## config.mk

```make
export PLATFORM = sky130hd
export DESIGN_NAME = ultrasonic_ranging_controller_unit
export DESIGN_NICKNAME = d
export VERILOG_FILES = /design/src/sv/urc_pkg.sv /design/src/sv/urc_core.sv /design/src/sv/urc_skid.sv /design/src/sv/ultrasonic_ranging_controller_unit.sv
export SDC_FILE = /design/constraint.sdc
export NUM_CORES = 1
export LEC_CHECK = 0
export ABC_AREA = 1
export BUFFER_PORTS_ARGS = -buffer_cell sky130_fd_sc_hd__buf_2
export CELL_PAD_IN_SITES_DETAIL_PLACEMENT = 0
export CELL_PAD_IN_SITES_GLOBAL_PLACEMENT = 1
export CORE_MARGIN = 8
export CORE_UTILIZATION = 50
export CTS_BUF_LIST = sky130_fd_sc_hd__clkbuf_4
export DETAILED_ROUTE_END_ITERATION = 7
export HOLD_SLACK_MARGIN = 0.03
export PLACE_DENSITY = 0.92
export SLEW_MARGIN = 20
export SYNTH_ARGS = -nofsm -noshare
export SYNTH_HDL_FRONTEND = slang
export SYNTH_SLANG_ARGS = --single-unit
```

## constraint.sdc

```tcl
create_clock -name i_clk -period 9.6 [get_ports i_clk]
set_input_delay 1.44 -clock i_clk [delete_from_list [all_inputs] [get_ports i_clk]]
set_output_delay 1.44 -clock i_clk [all_outputs]
set_load 0.005 [all_outputs]
```

## src/sv/urc_pkg.sv

```systemverilog
// Shared types, codes and constants for the ultrasonic ranging controller.
`timescale 1ns / 1ps

package urc_pkg;

    // Field widths fixed by the interface.
    localparam int OP_W       = 2;
    localparam int STATUS_W   = 3;
    localparam int REFUSED_W  = 2;
    localparam int PULSE_W    = 16;
    localparam int TIMEOUT_W  = 24;
    localparam int ECHO_W     = 24;
    localparam int CFG_DATA_W = 24;
    localparam int CFG_IDX_W  = 1;

    // Default counter width.
    localparam int COUNT_WIDTH_DEF = 24;

    // Register reset values.
    localparam logic [PULSE_W-1:0]   PULSE_RST   = PULSE_W'(10);
    localparam logic [TIMEOUT_W-1:0] TIMEOUT_RST = TIMEOUT_W'(100000);

    // Largest reportable echo width.
    localparam logic [ECHO_W-1:0] ECHO_MAX = {ECHO_W{1'b1}};

    // Configuration register indexes.
    localparam logic [CFG_IDX_W-1:0] CFG_PULSE   = 1'b0;
    localparam logic [CFG_IDX_W-1:0] CFG_TIMEOUT = 1'b1;

    // Command codes.
    localparam logic [OP_W-1:0] OP_NONE  = 2'd0;
    localparam logic [OP_W-1:0] OP_START = 2'd1;
    localparam logic [OP_W-1:0] OP_RESET = 2'd2;

    // Status codes.
    localparam logic [STATUS_W-1:0] ST_NOT_STARTED = 3'd0;
    localparam logic [STATUS_W-1:0] ST_IN_PROGRESS = 3'd1;
    localparam logic [STATUS_W-1:0] ST_SUCCESS     = 3'd2;
    localparam logic [STATUS_W-1:0] ST_TIMED_OUT   = 3'd3;
    localparam logic [STATUS_W-1:0] ST_UNKNOWN     = 3'd4;

    // Refusal codes.
    localparam logic [REFUSED_W-1:0] REF_NONE  = 2'd0;
    localparam logic [REFUSED_W-1:0] REF_BUSY  = 2'd1;
    localparam logic [REFUSED_W-1:0] REF_WRONG = 2'd2;

    // Measurement phase.
    typedef enum logic [2:0] {
        PH_IDLE,
        PH_PULSE,
        PH_WAIT,
        PH_MEASURE,
        PH_DONE,
        PH_TIMEOUT,
        PH_UNKNOWN
    } t_phase;

    // One result item.
    typedef struct packed {
        logic                 trigger_level;
        logic [STATUS_W-1:0]  status;
        logic [ECHO_W-1:0]    echo_ticks;
        logic [REFUSED_W-1:0] refused;
    } t_result;

endpackage

```

## src/sv/urc_core.sv

```systemverilog
// Measurement sequencer: configuration registers, phase, counters and result logic.
`timescale 1ns / 1ps

module urc_core #(
    parameter int COUNT_WIDTH = urc_pkg::COUNT_WIDTH_DEF
) (
    input  logic                           i_clk,
    input  logic                           i_rst_n,
    input  logic                           i_cfg_we,
    input  logic [urc_pkg::CFG_IDX_W-1:0]  i_cfg_idx,
    input  logic [urc_pkg::CFG_DATA_W-1:0] i_cfg_data,
    input  logic                           i_step,
    input  logic [urc_pkg::OP_W-1:0]       i_op,
    input  logic                           i_echo_level,
    output urc_pkg::t_result               o_result
);

    // Compare width wide enough for counters and register values alike.
    localparam int CW_MAX = (COUNT_WIDTH > urc_pkg::TIMEOUT_W) ? COUNT_WIDTH
                                                               : urc_pkg::TIMEOUT_W;
    localparam logic [CW_MAX-1:0] CNT_MAX = CW_MAX'({COUNT_WIDTH{1'b1}});

    logic [urc_pkg::PULSE_W-1:0]   r_pulse_ticks;
    logic [urc_pkg::TIMEOUT_W-1:0] r_timeout_ticks;
    urc_pkg::t_phase               r_phase, n_phase;
    logic [COUNT_WIDTH-1:0]        r_tick, n_tick;
    logic [COUNT_WIDTH-1:0]        r_width, n_width;
    logic                          r_prev_echo;

    urc_pkg::t_phase               cmd_phase;
    logic [urc_pkg::REFUSED_W-1:0] refused;
    logic                          echo_edge;
    logic                          running;
    logic [CW_MAX-1:0]             pulse_raw, timeout_raw;
    logic [CW_MAX-1:0]             pulse_lim, timeout_lim;
    logic [CW_MAX-1:0]             width_ext;

    // Configuration writes.
    always_ff @(posedge i_clk) begin
        if (!i_rst_n) begin
            r_pulse_ticks   <= urc_pkg::PULSE_RST;
            r_timeout_ticks <= urc_pkg::TIMEOUT_RST;
        end else if (i_cfg_we) begin
            if (i_cfg_idx == urc_pkg::CFG_PULSE) begin
                r_pulse_ticks <= i_cfg_data[urc_pkg::PULSE_W-1:0];
            end else begin
                r_timeout_ticks <= i_cfg_data[urc_pkg::TIMEOUT_W-1:0];
            end
        end
    end

    // Limits: a zero register acts as one, and a limit never exceeds the counter maximum.
    always_comb begin
        pulse_raw   = (r_pulse_ticks == '0) ? CW_MAX'(1) : CW_MAX'(r_pulse_ticks);
        timeout_raw = (r_timeout_ticks == '0) ? CW_MAX'(1) : CW_MAX'(r_timeout_ticks);
        pulse_lim   = (pulse_raw > CNT_MAX) ? CNT_MAX : pulse_raw;
        timeout_lim = (timeout_raw > CNT_MAX) ? CNT_MAX : timeout_raw;
    end

    assign echo_edge = (i_echo_level != r_prev_echo);
    assign running   = (r_phase == urc_pkg::PH_PULSE) || (r_phase == urc_pkg::PH_WAIT) ||
                       (r_phase == urc_pkg::PH_MEASURE);

    // Next state: the command is applied first, then one step of the phase.
    always_comb begin
        n_phase = r_phase;
        n_tick  = r_tick;
        n_width = r_width;
        refused = urc_pkg::REF_NONE;

        case (i_op)
            urc_pkg::OP_START: begin
                if (r_phase == urc_pkg::PH_IDLE) begin
                    n_phase = urc_pkg::PH_PULSE;
                    n_tick  = '0;
                    n_width = '0;
                end else if (running) begin
                    refused = urc_pkg::REF_BUSY;
                end else begin
                    refused = urc_pkg::REF_WRONG;
                end
            end
            urc_pkg::OP_RESET: begin
                if (running) begin
                    refused = urc_pkg::REF_BUSY;
                end else begin
                    n_phase = urc_pkg::PH_IDLE;
                    n_tick  = '0;
                    n_width = '0;
                end
            end
            default: begin
            end
        endcase

        cmd_phase = n_phase;

        case (cmd_phase)
            urc_pkg::PH_PULSE: begin
                if (echo_edge) begin
                    n_phase = urc_pkg::PH_UNKNOWN;
                end else begin
                    n_tick = (n_tick == '1) ? n_tick : n_tick + COUNT_WIDTH'(1);
                    if (CW_MAX'(n_tick) >= pulse_lim) begin
                        n_phase = urc_pkg::PH_WAIT;
                        n_tick  = '0;
                    end
                end
            end
            urc_pkg::PH_WAIT: begin
                if (echo_edge) begin
                    n_phase = urc_pkg::PH_MEASURE;
                    n_width = '0;
                end else begin
                    n_tick = (n_tick == '1) ? n_tick : n_tick + COUNT_WIDTH'(1);
                    if (CW_MAX'(n_tick) >= timeout_lim) begin
                        n_phase = urc_pkg::PH_TIMEOUT;
                    end
                end
            end
            urc_pkg::PH_MEASURE: begin
                n_width = (n_width == '1) ? n_width : n_width + COUNT_WIDTH'(1);
                if (echo_edge) begin
                    n_phase = urc_pkg::PH_DONE;
                end
            end
            default: begin
            end
        endcase
    end

    // Result of this tick, taken from the phase after the command and the final phase.
    always_comb begin
        width_ext              = CW_MAX'(n_width);
        o_result.trigger_level = (cmd_phase == urc_pkg::PH_PULSE);
        o_result.refused       = refused;
        o_result.echo_ticks    = '0;
        case (n_phase)
            urc_pkg::PH_IDLE:    o_result.status = urc_pkg::ST_NOT_STARTED;
            urc_pkg::PH_DONE:    o_result.status = urc_pkg::ST_SUCCESS;
            urc_pkg::PH_TIMEOUT: o_result.status = urc_pkg::ST_TIMED_OUT;
            urc_pkg::PH_UNKNOWN: o_result.status = urc_pkg::ST_UNKNOWN;
            default:             o_result.status = urc_pkg::ST_IN_PROGRESS;
        endcase
        if (n_phase == urc_pkg::PH_DONE) begin
            if (width_ext > CW_MAX'(urc_pkg::ECHO_MAX)) begin
                o_result.echo_ticks = urc_pkg::ECHO_MAX;
            end else begin
                o_result.echo_ticks = width_ext[urc_pkg::ECHO_W-1:0];
            end
        end
    end

    // State registers advance once per accepted tick.
    always_ff @(posedge i_clk) begin
        if (!i_rst_n) begin
            r_phase     <= urc_pkg::PH_IDLE;
            r_tick      <= '0;
            r_width     <= '0;
            r_prev_echo <= 1'b0;
        end else if (i_step) begin
            r_phase     <= n_phase;
            r_tick      <= n_tick;
            r_width     <= n_width;
            r_prev_echo <= i_echo_level;
        end
    end

endmodule

```

## src/sv/urc_skid.sv

```systemverilog
// Output register with a skid stage, so a request is taken while a result waits.
`timescale 1ns / 1ps

module urc_skid (
    input  logic             i_clk,
    input  logic             i_rst_n,
    input  logic             i_push,
    input  urc_pkg::t_result i_data,
    output logic             o_full,
    output logic             o_valid,
    output urc_pkg::t_result o_data,
    input  logic             i_stall
);

    logic             r_out_valid;
    logic             r_skid_valid;
    urc_pkg::t_result r_out;
    urc_pkg::t_result r_skid;
    logic             out_free;

    assign out_free = !r_out_valid || !i_stall;
    assign o_valid  = r_out_valid;
    assign o_data   = r_out;
    assign o_full   = r_skid_valid;

    // Control: the skid stage fills only when the output register is held.
    always_ff @(posedge i_clk) begin
        if (!i_rst_n) begin
            r_out_valid  <= 1'b0;
            r_skid_valid <= 1'b0;
        end else if (out_free) begin
            r_out_valid  <= r_skid_valid || i_push;
            r_skid_valid <= 1'b0;
        end else if (i_push) begin
            r_skid_valid <= 1'b1;
        end
    end

    // Payload.
    always_ff @(posedge i_clk) begin
        if (out_free) begin
            if (r_skid_valid) begin
                r_out <= r_skid;
            end else if (i_push) begin
                r_out <= i_data;
            end
        end else if (i_push) begin
            r_skid <= i_data;
        end
    end

endmodule

```

## src/sv/ultrasonic_ranging_controller_unit.sv

```systemverilog
// Top level of the ultrasonic ranging controller.
`timescale 1ns / 1ps

// Each request is one time tick carrying an optional command and the sampled
// echo level, and gives exactly one result. A request is taken in every clock
// cycle while the output side keeps up: the tick's whole step is combinational
// between the phase and counter registers and the output register, and
// a two-entry output stage (output register plus skid) lets the next request
// in while a result waits. The input stalls only when both output entries are
// held. Configuration is written through a plain write port and should change
// only while idle.

module ultrasonic_ranging_controller_unit #(
    parameter int COUNT_WIDTH = urc_pkg::COUNT_WIDTH_DEF
) (
    input  logic                           i_clk,
    input  logic                           i_rst_n,
    input  logic                           i_cfg_we,
    input  logic [urc_pkg::CFG_IDX_W-1:0]  i_cfg_idx,
    input  logic [urc_pkg::CFG_DATA_W-1:0] i_cfg_data,
    input  logic                           i_valid,
    output logic                           o_stall,
    input  logic [urc_pkg::OP_W-1:0]       i_op,
    input  logic                           i_echo_level,
    output logic                           o_valid,
    input  logic                           i_stall,
    output logic                           o_trigger_level,
    output logic [urc_pkg::STATUS_W-1:0]   o_status,
    output logic [urc_pkg::ECHO_W-1:0]     o_echo_ticks,
    output logic [urc_pkg::REFUSED_W-1:0]  o_refused
);

    logic             skid_full;
    logic             step;
    urc_pkg::t_result step_result;
    urc_pkg::t_result out_result;

    assign o_stall = skid_full;
    assign step    = i_valid && !skid_full;

    urc_core #(
        .COUNT_WIDTH(COUNT_WIDTH)
    ) u_core (
        .i_clk       (i_clk),
        .i_rst_n     (i_rst_n),
        .i_cfg_we    (i_cfg_we),
        .i_cfg_idx   (i_cfg_idx),
        .i_cfg_data  (i_cfg_data),
        .i_step      (step),
        .i_op        (i_op),
        .i_echo_level(i_echo_level),
        .o_result    (step_result)
    );

    urc_skid u_skid (
        .i_clk  (i_clk),
        .i_rst_n(i_rst_n),
        .i_push (step),
        .i_data (step_result),
        .o_full (skid_full),
        .o_valid(o_valid),
        .o_data (out_result),
        .i_stall(i_stall)
    );

    // Result fields.
    assign o_trigger_level = out_result.trigger_level;
    assign o_status        = out_result.status;
    assign o_echo_ticks    = out_result.echo_ticks;
    assign o_refused       = out_result.refused;

endmodule

```

==> results of run 1 <==
per-layer routing:
| layer | vias to the layer above | routed length, um |
|---|---|---|
| met5 | - | 0 |
| met4 | 0 | 707 |
| met3 | 50 | 1040 |
| met2 | 239 | 12500 |
| met1 | 4062 | 11800 |
| li1 | 4643 | - |
cell usage after synthesis, types with 18 or more instances:
library cell	count	area share
a21oi_1	128	0.064
clkbuf_1	37	0.014
dfxtp_1	94	0.19
edfxtp_1	60	0.18
ha_1	43	0.053
inv_1	221	0.082
nand2_1	279	0.10
nand3_1	58	0.029
nand4_1	47	0.029
nor2_1	115	0.043
nor2_4	23	0.026
nor3_1	20	0.0099
o211ai_1	18	0.013
o21ai_0	112	0.056
worst max-delay path, delay by kind of cell:
kind                       cells  cell delay (ns)
AOI/OAI and AO/OA              3             0.59
xor gates and xnor gates       1             0.26
adders and majority gates      3             0.85
buffers and inverters          6             0.51
and+or+nand+nor               24             3.62
power groups by stage:
stage	Combinational (mW)	Sequential [mW]	Clock, mW
3_3_place_gp	0.294	0.746	0
3_5_place_dp	0.299	0.746	0
6_report	0.299	0.732	0.432
4_1_cts	0.300	0.732	0.440
5_1_grt	0.336	0.736	0.471
2_1_floorplan	0.236	0.745	0
area by class of cell:
| class | count | area [um2] |
|---|---|---|
| diodes | 1 | 2.50 |
| clock buffers | 17 | 128 |
| multi-input cells | 950 | 5200 |
| flip-flops and latches | 154 | 3680 |
| inverters | 227 | 852 |
| well taps | 270 | 338 |
| repair buffers | 76 | 410 |
| clock inverters | 15 | 161 |
| fillers | 2014 | 9200 |
worst max path at each step:
stage	startpoint	end	slack [ns]	cells after the start
after floorplan	i_op[0]	u_skid.r_skid[2]$_DFFE_PP_	3.46	39
after detailed placement	i_op[0]	u_skid.r_skid[4]$_DFFE_PP_	2.15	37
final	i_op[0]	u_skid.r_skid[4]$_DFFE_PP_	2.71	37
after global placement	i_op[0]	u_skid.r_skid[9]$_DFFE_PP_	2.35	37
after CTS	i_op[0]	u_skid.r_skid[4]$_DFFE_PP_	2.75	37
after global routing	i_op[0]	u_skid.r_skid[4]$_DFFE_PP_	2.12	37
state kept, by name, indices dropped and copies added (netlist names):
register / cells
u_skid.o_data: 30
u_skid.r_skid: 30
u_core.r_tick: 24
u_core.r_timeout_ticks: 24
u_core.r_width: 24
u_core.r_pulse_ticks: 16
u_core.r_phase: 3
u_core.r_prev_echo: 1
u_skid.o_full: 1
u_skid.o_valid: 1
cells in the final DEF, fill, tap and decap left out, drive strengths merged:
cell	instances
a211oi	2
a21boi	1
a21o	2
a21oi	129
a221oi	2
a31o	1
a31oi	1
a41oi	1
and3	1
buf	76
bufinv	2
clkbuf	17
clkinv	6
clkinvlp	3
dfxtp	94
diode	1
edfxtp	60
ha	43
inv	231
nand2	300
nand3	72
nand3b	4
nand4	47
nor2	146
nor3	22
nor4	4
nor4b	1
o211ai	18
o21a	7
o21ai	117
o221ai	1
o22ai	5
o31ai	1
o41ai	2
or2	1
xnor2	2
xor2	17
cell families (layout without fill, tap and decap cells):
logic type / Yosys count / in the layout / synth area share
buf+inv: 282 / 335 / 0.118
xor+xnor: 19 / 19 / 0.0165
fa+ha+maj: 43 / 43 / 0.0534
other cells: 0 / 1 / 0
compound gates: 290 / 290 / 0.156
simple gates: 598 / 598 / 0.290
flops: 154 / 154 / 0.366
==> results_dict.tcl, run 1 <==
set metrics [dict create \
    placed_cells 1677 \
    dieArea_um2 24900 \
    peakVddDrop_mv 0.0729 \
    dp_hpwl_um 19200 \
    post-route-period-util 0.718 \
    timing.rr.end "u_skid.r_skid[4]$_DFFE_PP_" \
    reg2reg_slack_ns 3.63 \
    pre_cts_ws_ns 2.15 \
    viasPerCell 5.26 \
    core_um2 20000 \
    drt_iter0_markers 557 \
    finClkSkew_ns 0.0190 \
    power_mw 1.46 \
    ios 65 \
    crit_top_cell "nand2_1" \
    crit_arrival_ns 7.32 \
    min_to "u_core.r_pulse_ticks[0]$_SDFFE_PN0P_" \
    p_leak_nw 4.71 \
    hold_slack_ns 0.474 \
    startpoint_type "input port" \
    timing.setup.tns_ns 0 \
    cts_made_buffers 17 \
    tightest_slew_ns 0.907 \
    clk_pin_slew_worst_paths_ns 0.14 \
    area_delta_synth_final_pct 7.02 \
    clock_path_buffers 2 \
    rr_startpoint "u_core.r_phase[1]$_SDFFE_PN0P_" \
    rr_worst_depth 34 \
    port_buffers 64 \
    use_met1 0.262 \
    grt-busiest-layer "met2" \
    swShare 0.343 \
    grt_max_degree 84 \
    min_path_type "reg -> reg" \
    critPathSlowestCell "nand2_4" \
    use_met3 0.0300 \
    htree_levels 4 \
    clock_power_share 0.295 \
    cap_violations 0 \
    synth-edff-count 60 \
    layout.nets 1502 \
    cts_setup_buffers 0 \
    worstHoldPathCells 2 \
    post-route-min-period_ns 6.89 \
    num_vias 8994 \
    cts_tree "built" \
    worstSetupEndpointType "flop" \
    wl_per_cell_um 15.2 \
    utilization 0.540 \
    cts-root-buf "clkbuf_4" \
    grt-ovfl-total 0 \
    switchingPower_mw 0.502 \
    yosys_most_used_dff "dfxtp_1" \
    slowest_delay_ns 0.42 \
    worst-setup-path-type "in -> reg" \
    setup_ws_ns 2.71 \
    layout.cells.non_filler 1710 \
    power.density_nw_per_um2 136 \
    initial_utilization 0.504 \
    drive_gt1_frac 0.129 \
    cp.required_ns 10.03 \
    yosysUniqueCellTypes 52 \
    grt_pass1_wl_um 42500 \
    maxSlewViolCount 0 \
    synth_seq_cells 154 \
    comb_power_share 0.205 \
    outcome "finished, final reports clean" \
    die_y_um 158 \
    rows 52 \
    ant_nets 0 \
    cts_sinks 154 \
    syn_inst 1386 \
    timing.fmax_ghz 0.145 \
    antenna_found_initial 1 \
    seqPwrFrac 0.500 \
    remaining_drc_errors 0 \
    design_area_um2 10800 \
    gp_congestion 0.972 \
    cts_hold_buf 0 \
    worstPathMaxFanout 47 \
    grtUsageMet2 0.375 \
    wirelength_um 26000 \
    clock_latency_ns 0.59 \
    finalSetupViolations 0 \
    die_width_um 158 \
    rsz0062_at_grt "false" \
    p_int_mw 0.961 \
    first_pass_iters 5 \
    grt_pass1_vias 8351 \
    syn_nets 1462 \
    hp-start "u_core.r_pulse_ticks[0]$_SDFFE_PN0P_" \
    post_cts_resized 0 \
    yosysWarningCount 0 \
    max_slew_margin 0.393 \
    synth_seq_area_share 0.366 \
    hold_violations 0 \
    placed_area_um2 10500 \
    netlist_area_um2 10100 \
    avgSynthCellArea_um2 7.27 \
    synthArstFlopShare 0 \
    track_usage 0.215 \
]
No activity file was read; power rests on OpenSTA's default activity.
==> inputs of run 2 (changes only) <==
- CORE_UTILIZATION: 50 -> 47
- PLACE_DENSITY: 0.92 -> 0.87
- clock period: 9.6 -> 6.4 ns (I/O delays scaled with it)
==> results_dict.tcl, run 2 (synthesis gave the netlist of run 1 again) <==
set metrics [dict create \
    outcome "finished, final reports clean" \
    post-route-period-util 0.877 \
    cts-root-buf "clkbuf_4" \
    htree_levels 4 \
    layout.nets 1514 \
    track_usage 0.208 \
    p_leak_nw 4.78 \
    slowest_delay_ns 0.31 \
    timing.fmax_ghz 0.178 \
    peakVddDrop_mv 0.0961 \
    cp.required_ns 6.76 \
    antenna_found_initial 1 \
    finalSetupViolations 0 \
    cap_violations 0 \
    tightest_slew_ns 0.939 \
    viasPerCell 5.29 \
    cts_made_buffers 17 \
    grt-ovfl-total 0 \
    crit_top_cell "nand2_1" \
    final_common_cell "nand2_1" \
    clock_path_buffers 2 \
    worst-setup-path-type "in -> reg" \
    num_vias 9131 \
    critPathSlowestCell "ha_1" \
    initial_utilization 0.479 \
    ios 65 \
    power.density_nw_per_um2 199 \
    hold_violations 0 \
    worstPathMaxFanout 28 \
    cts_sinks 154 \
    cts_setup_buffers 0 \
    timing.setup.tns_ns 0 \
    drive_gt1_frac 0.138 \
    remaining_drc_errors 0 \
    dieArea_um2 26400 \
    clk_pin_slew_worst_paths_ns 0.15 \
    post_cts_resized 0 \
    die_width_um 162 \
    drt_iter0_markers 661 \
    mostFrequentLayoutCells "279 x nand2_1, 220 x inv_1, 127 x a21oi_1, 114 x nor2_1, 112 x o21ai_0" \
    gp_congestion 0.932 \
    wl_per_cell_um 15.7 \
    port_buffers 64 \
    cts_hold_buf 0 \
    finClkSkew_ns 0.0352 \
    grt_max_degree 58 \
    worstSetupEndpointType "flop" \
    crit_arrival_ns 5.97 \
    dp_hpwl_um 20200 \
    ant_nets 0 \
    startpoint_type "input port" \
    pre_cts_ws_ns 0.168 \
    wirelength_um 27100 \
    rsz0062_at_grt "false" \
    maxSlewViolCount 0 \
    critPathBufInv 7 \
    rows 53 \
    path_delay_family "simple AND/OR/NAND/NOR gates" \
    area_delta_synth_final_pct 8.24 \
    die_y_um 162 \
    cts_tree "built" \
    core_um2 21000 \
    min_path_type "reg -> reg" \
    setup_ws_ns 0.787 \
    max_slew_margin 0.374 \
    clock_latency_ns 0.61 \
    grt_pass1_wl_um 44100 \
    post-route-min-period_ns 5.61 \
    power_mw 2.17 \
    utilization 0.519 \
    first_pass_iters 5 \
    grt_pass1_vias 8486 \
    hold_slack_ns 0.467 \
]
[run 2: cell type report]
| type | count | area [um2] |
|---|---|---|
| diodes | 1 | 2.50 |
| clock buffers | 17 | 128 |
| clock inverters | 15 | 135 |
| fillers | 2084 | 10100 |
| inverters | 227 | 852 |
| multi-input cells | 950 | 5210 |
| flip-flops and latches | 154 | 3680 |
| well taps | 275 | 344 |
| repair buffers | 88 | 546 |
[run 2: path summary, 6_finish.rpt]
check,slack [ns],startpoint,cells past startpoint,to
min reg2reg,0.47,u_core.r_timeout_ticks[0]$_SDFFE_PN0P_,2,u_core.r_timeout_ticks[0]$_SDFFE_PN0P_
min,0.47,u_core.r_timeout_ticks[0]$_SDFFE_PN0P_,2,u_core.r_timeout_ticks[0]$_SDFFE_PN0P_
max reg2reg,1.28,u_core.r_phase[2]$_SDFFE_PN0P_,36,u_skid.r_skid[10]$_DFFE_PP_
max,0.79,i_op[0],39,u_skid.r_skid[10]$_DFFE_PP_
[run 2: worst register-to-register path: cells and delay by family, from the launching register on]
kind	cells	cell delay, ns
xor gates and xnor gates	1	0.26
AOI/OAI and AO/OA	3	0.41
and+or+nand+nor	26	2.90
buffers and inverters	4	0.48
adders and majority gates	2	0.50
DFF	1	0.36
[run 2: layer usage]
metal / global-route usage / wire length [um] / up-vias
li1: - / - / 4670
met1: 0.257 / 12100 / 4178
met2: 0.357 / 13000 / 235
met3: 0.0389 / 1270 / 48
met4: 0.0699 / 723 / 0
met5: 0 / 0 / -
[run 2: per-stage QoR]
stage	area, um2	cells
after global placement	10600	1693
after floorplan	10100	1386
after detailed placement	10600	1693
after CTS	10900	1725
final	10900	1727
after global routing	10900	1727
[run 2: where the power goes]
group / internal (mW) / switching, mW
Combinational: 0.144 / 0.332
Clock: 0.168 / 0.424
Sequential: 1.07 / 0.0256
==> inputs of run 3 (changes only) <==
- CORE_ASPECT_RATIO: not set -> 1.2
- CORE_UTILIZATION: 47 -> 41
- CTS_BUF_LIST: sky130_fd_sc_hd__clkbuf_4 -> sky130_fd_sc_hd__clkbuf_16
- PLACE_DENSITY: 0.87 -> 0.81
- clock period: 6.4 -> 5.13 ns (I/O delays scaled with it)
==> results_dict.tcl, run 3 (synthesis gave the netlist of run 1 again) <==
set metrics [dict create \
    first_pass_iters 5 \
    grt_pass1_vias 9149 \
    critPathSlowestCell "ha_1" \
    wl_per_cell_um 15.6 \
    setup_ws_ns 0.371 \
    grt_max_degree 52 \
    peakVddDrop_mv 0.233 \
    initial_utilization 0.412 \
    cts-root-buf "clkbuf_16" \
    layout.cells.non_filler 1851 \
    crit_arrival_ns 5.06 \
    die_y_um 188 \
    cts_sinks 154 \
    rows 63 \
    slowest_delay_ns 0.31 \
    core_um2 24400 \
    worst-setup-path-type "in -> reg" \
    max_slew_margin 0.378 \
    cp.required_ns 5.43 \
    port_buffers 64 \
    ios 65 \
    cts_tree "built" \
    num_vias 9429 \
    post-route-period-util 0.928 \
    drt_iter0_markers 515 \
    placed_cells 1804 \
    dp_hpwl_um 21400 \
    maxSlewViolCount 0 \
    worstPathMaxFanout 7 \
    worstSetupEndpointType "flop" \
    hold_violations 0 \
    grt-ovfl-total 0 \
    power_mw 3.52 \
    ant_nets 0 \
    area_delta_synth_final_pct 22.0 \
    drive_gt1_frac 0.203 \
    viasPerCell 5.09 \
    layout.nets 1589 \
    post-route-min-period_ns 4.76 \
    reg2reg_slack_ns 0.70 \
    design_area_um2 12300 \
    p_leak_nw 5.43 \
    min_path_type "reg -> reg" \
    tightest_slew_ns 0.930 \
    cap_violations 0 \
    gp_congestion 0.941 \
    clk_pin_slew_worst_paths_ns 0.07 \
    antenna_found_initial 0 \
    clock_path_buffers 2 \
    finClkSkew_ns 0.00847 \
    wirelength_um 28900 \
    track_usage 0.189 \
    final_common_cell "nand2_1" \
    finalSetupViolations 0 \
    clock_latency_ns 0.44 \
    startpoint_type "input port" \
    timing.setup.tns_ns 0 \
    die_width_um 159 \
    htree_levels 4 \
    dieArea_um2 29900 \
    cts_made_buffers 17 \
    outcome "finished, final reports clean" \
    crit_top_cell "nand2_2" \
    timing.fmax_ghz 0.210 \
    mostFrequentLayoutCells "269 x nand2_1, 216 x inv_1, 126 x a21oi_1, 112 x o21ai_0, 106 x nor2_1" \
    remaining_drc_errors 0 \
    grt_pass1_wl_um 46100 \
    placed_area_um2 11300 \
    diodes 0 \
    power.density_nw_per_um2 287 \
    cts_hold_buf 0 \
    pre_cts_ws_ns -0.291 \
]
-- run 3: layout make-up --
type,count,area (um2)
multi-input cells,950,5450
clock inverters,15,229
flip-flops and latches,154,3680
fillers,2410,12100
clock buffers,17,425
repair buffers,163,1240
well taps,325,407
inverters,227,855
-- run 3: worst max-delay path: cells and delay by family --
family | cells | cell delay (ns)
XOR/XNOR | 1 | 0.17
AND/OR/NAND/NOR | 24 | 2.43
adder cells (fa/ha/maj) | 2 | 0.60
AO/OA/AOI/OAI | 3 | 0.45
buffers and inverters | 5 | 0.62
-- run 3: metrics by stage --
stage | util | hold slack (ns)
floorplan | - | 0.429
global placement | 0.462 | 0.452
detailed placement | 0.462 | 0.457
CTS | 0.489 | 0.467
global route | 0.503 | 0.499
finish | 0.503 | 0.462
-- run 3: final timing paths --
path | to | cells past startpoint | startpoint
max | u_skid.o_data[13]$_DFFE_PP_ | 35 | i_op[0]
min | u_core.r_pulse_ticks[0]$_SDFFE_PN0P_ | 2 | u_core.r_pulse_ticks[0]$_SDFFE_PN0P_
min reg2reg | u_core.r_pulse_ticks[0]$_SDFFE_PN0P_ | 2 | u_core.r_pulse_ticks[0]$_SDFFE_PN0P_
max reg2reg | u_skid.o_data[13]$_DFFE_PP_ | 32 | u_core.r_phase[1]$_SDFFE_PN0P_
-- run 3: timing repair --
| item | CTS | global route |
|---|---|---|
| resized for setup | 0 | 37 |
| buffers inserted | 0 | 10 |
| endpoints found under the setup margin | 0 | 54 |
| endpoints found under the hold margin | 0 | 0 |
-- run 3: routing by layer --
| metal | vias to the layer above | wire length, um | track usage |
|---|---|---|---|
| met1 | 4354 | 11900 | 0.208 |
| met3 | 57 | 914 | 0.0270 |
| met5 | - | 0 | 0 |
| met4 | 0 | 1130 | 0.0887 |
| li1 | 4822 | - | - |
| met2 | 196 | 15000 | 0.351 |
-- run 3: report_power, final --
part           internal, mW  switching, mW  total [mW]
clock                 0.837          0.592        1.43
sequential             1.34         0.0323        1.37
combinational         0.267          0.453       0.720
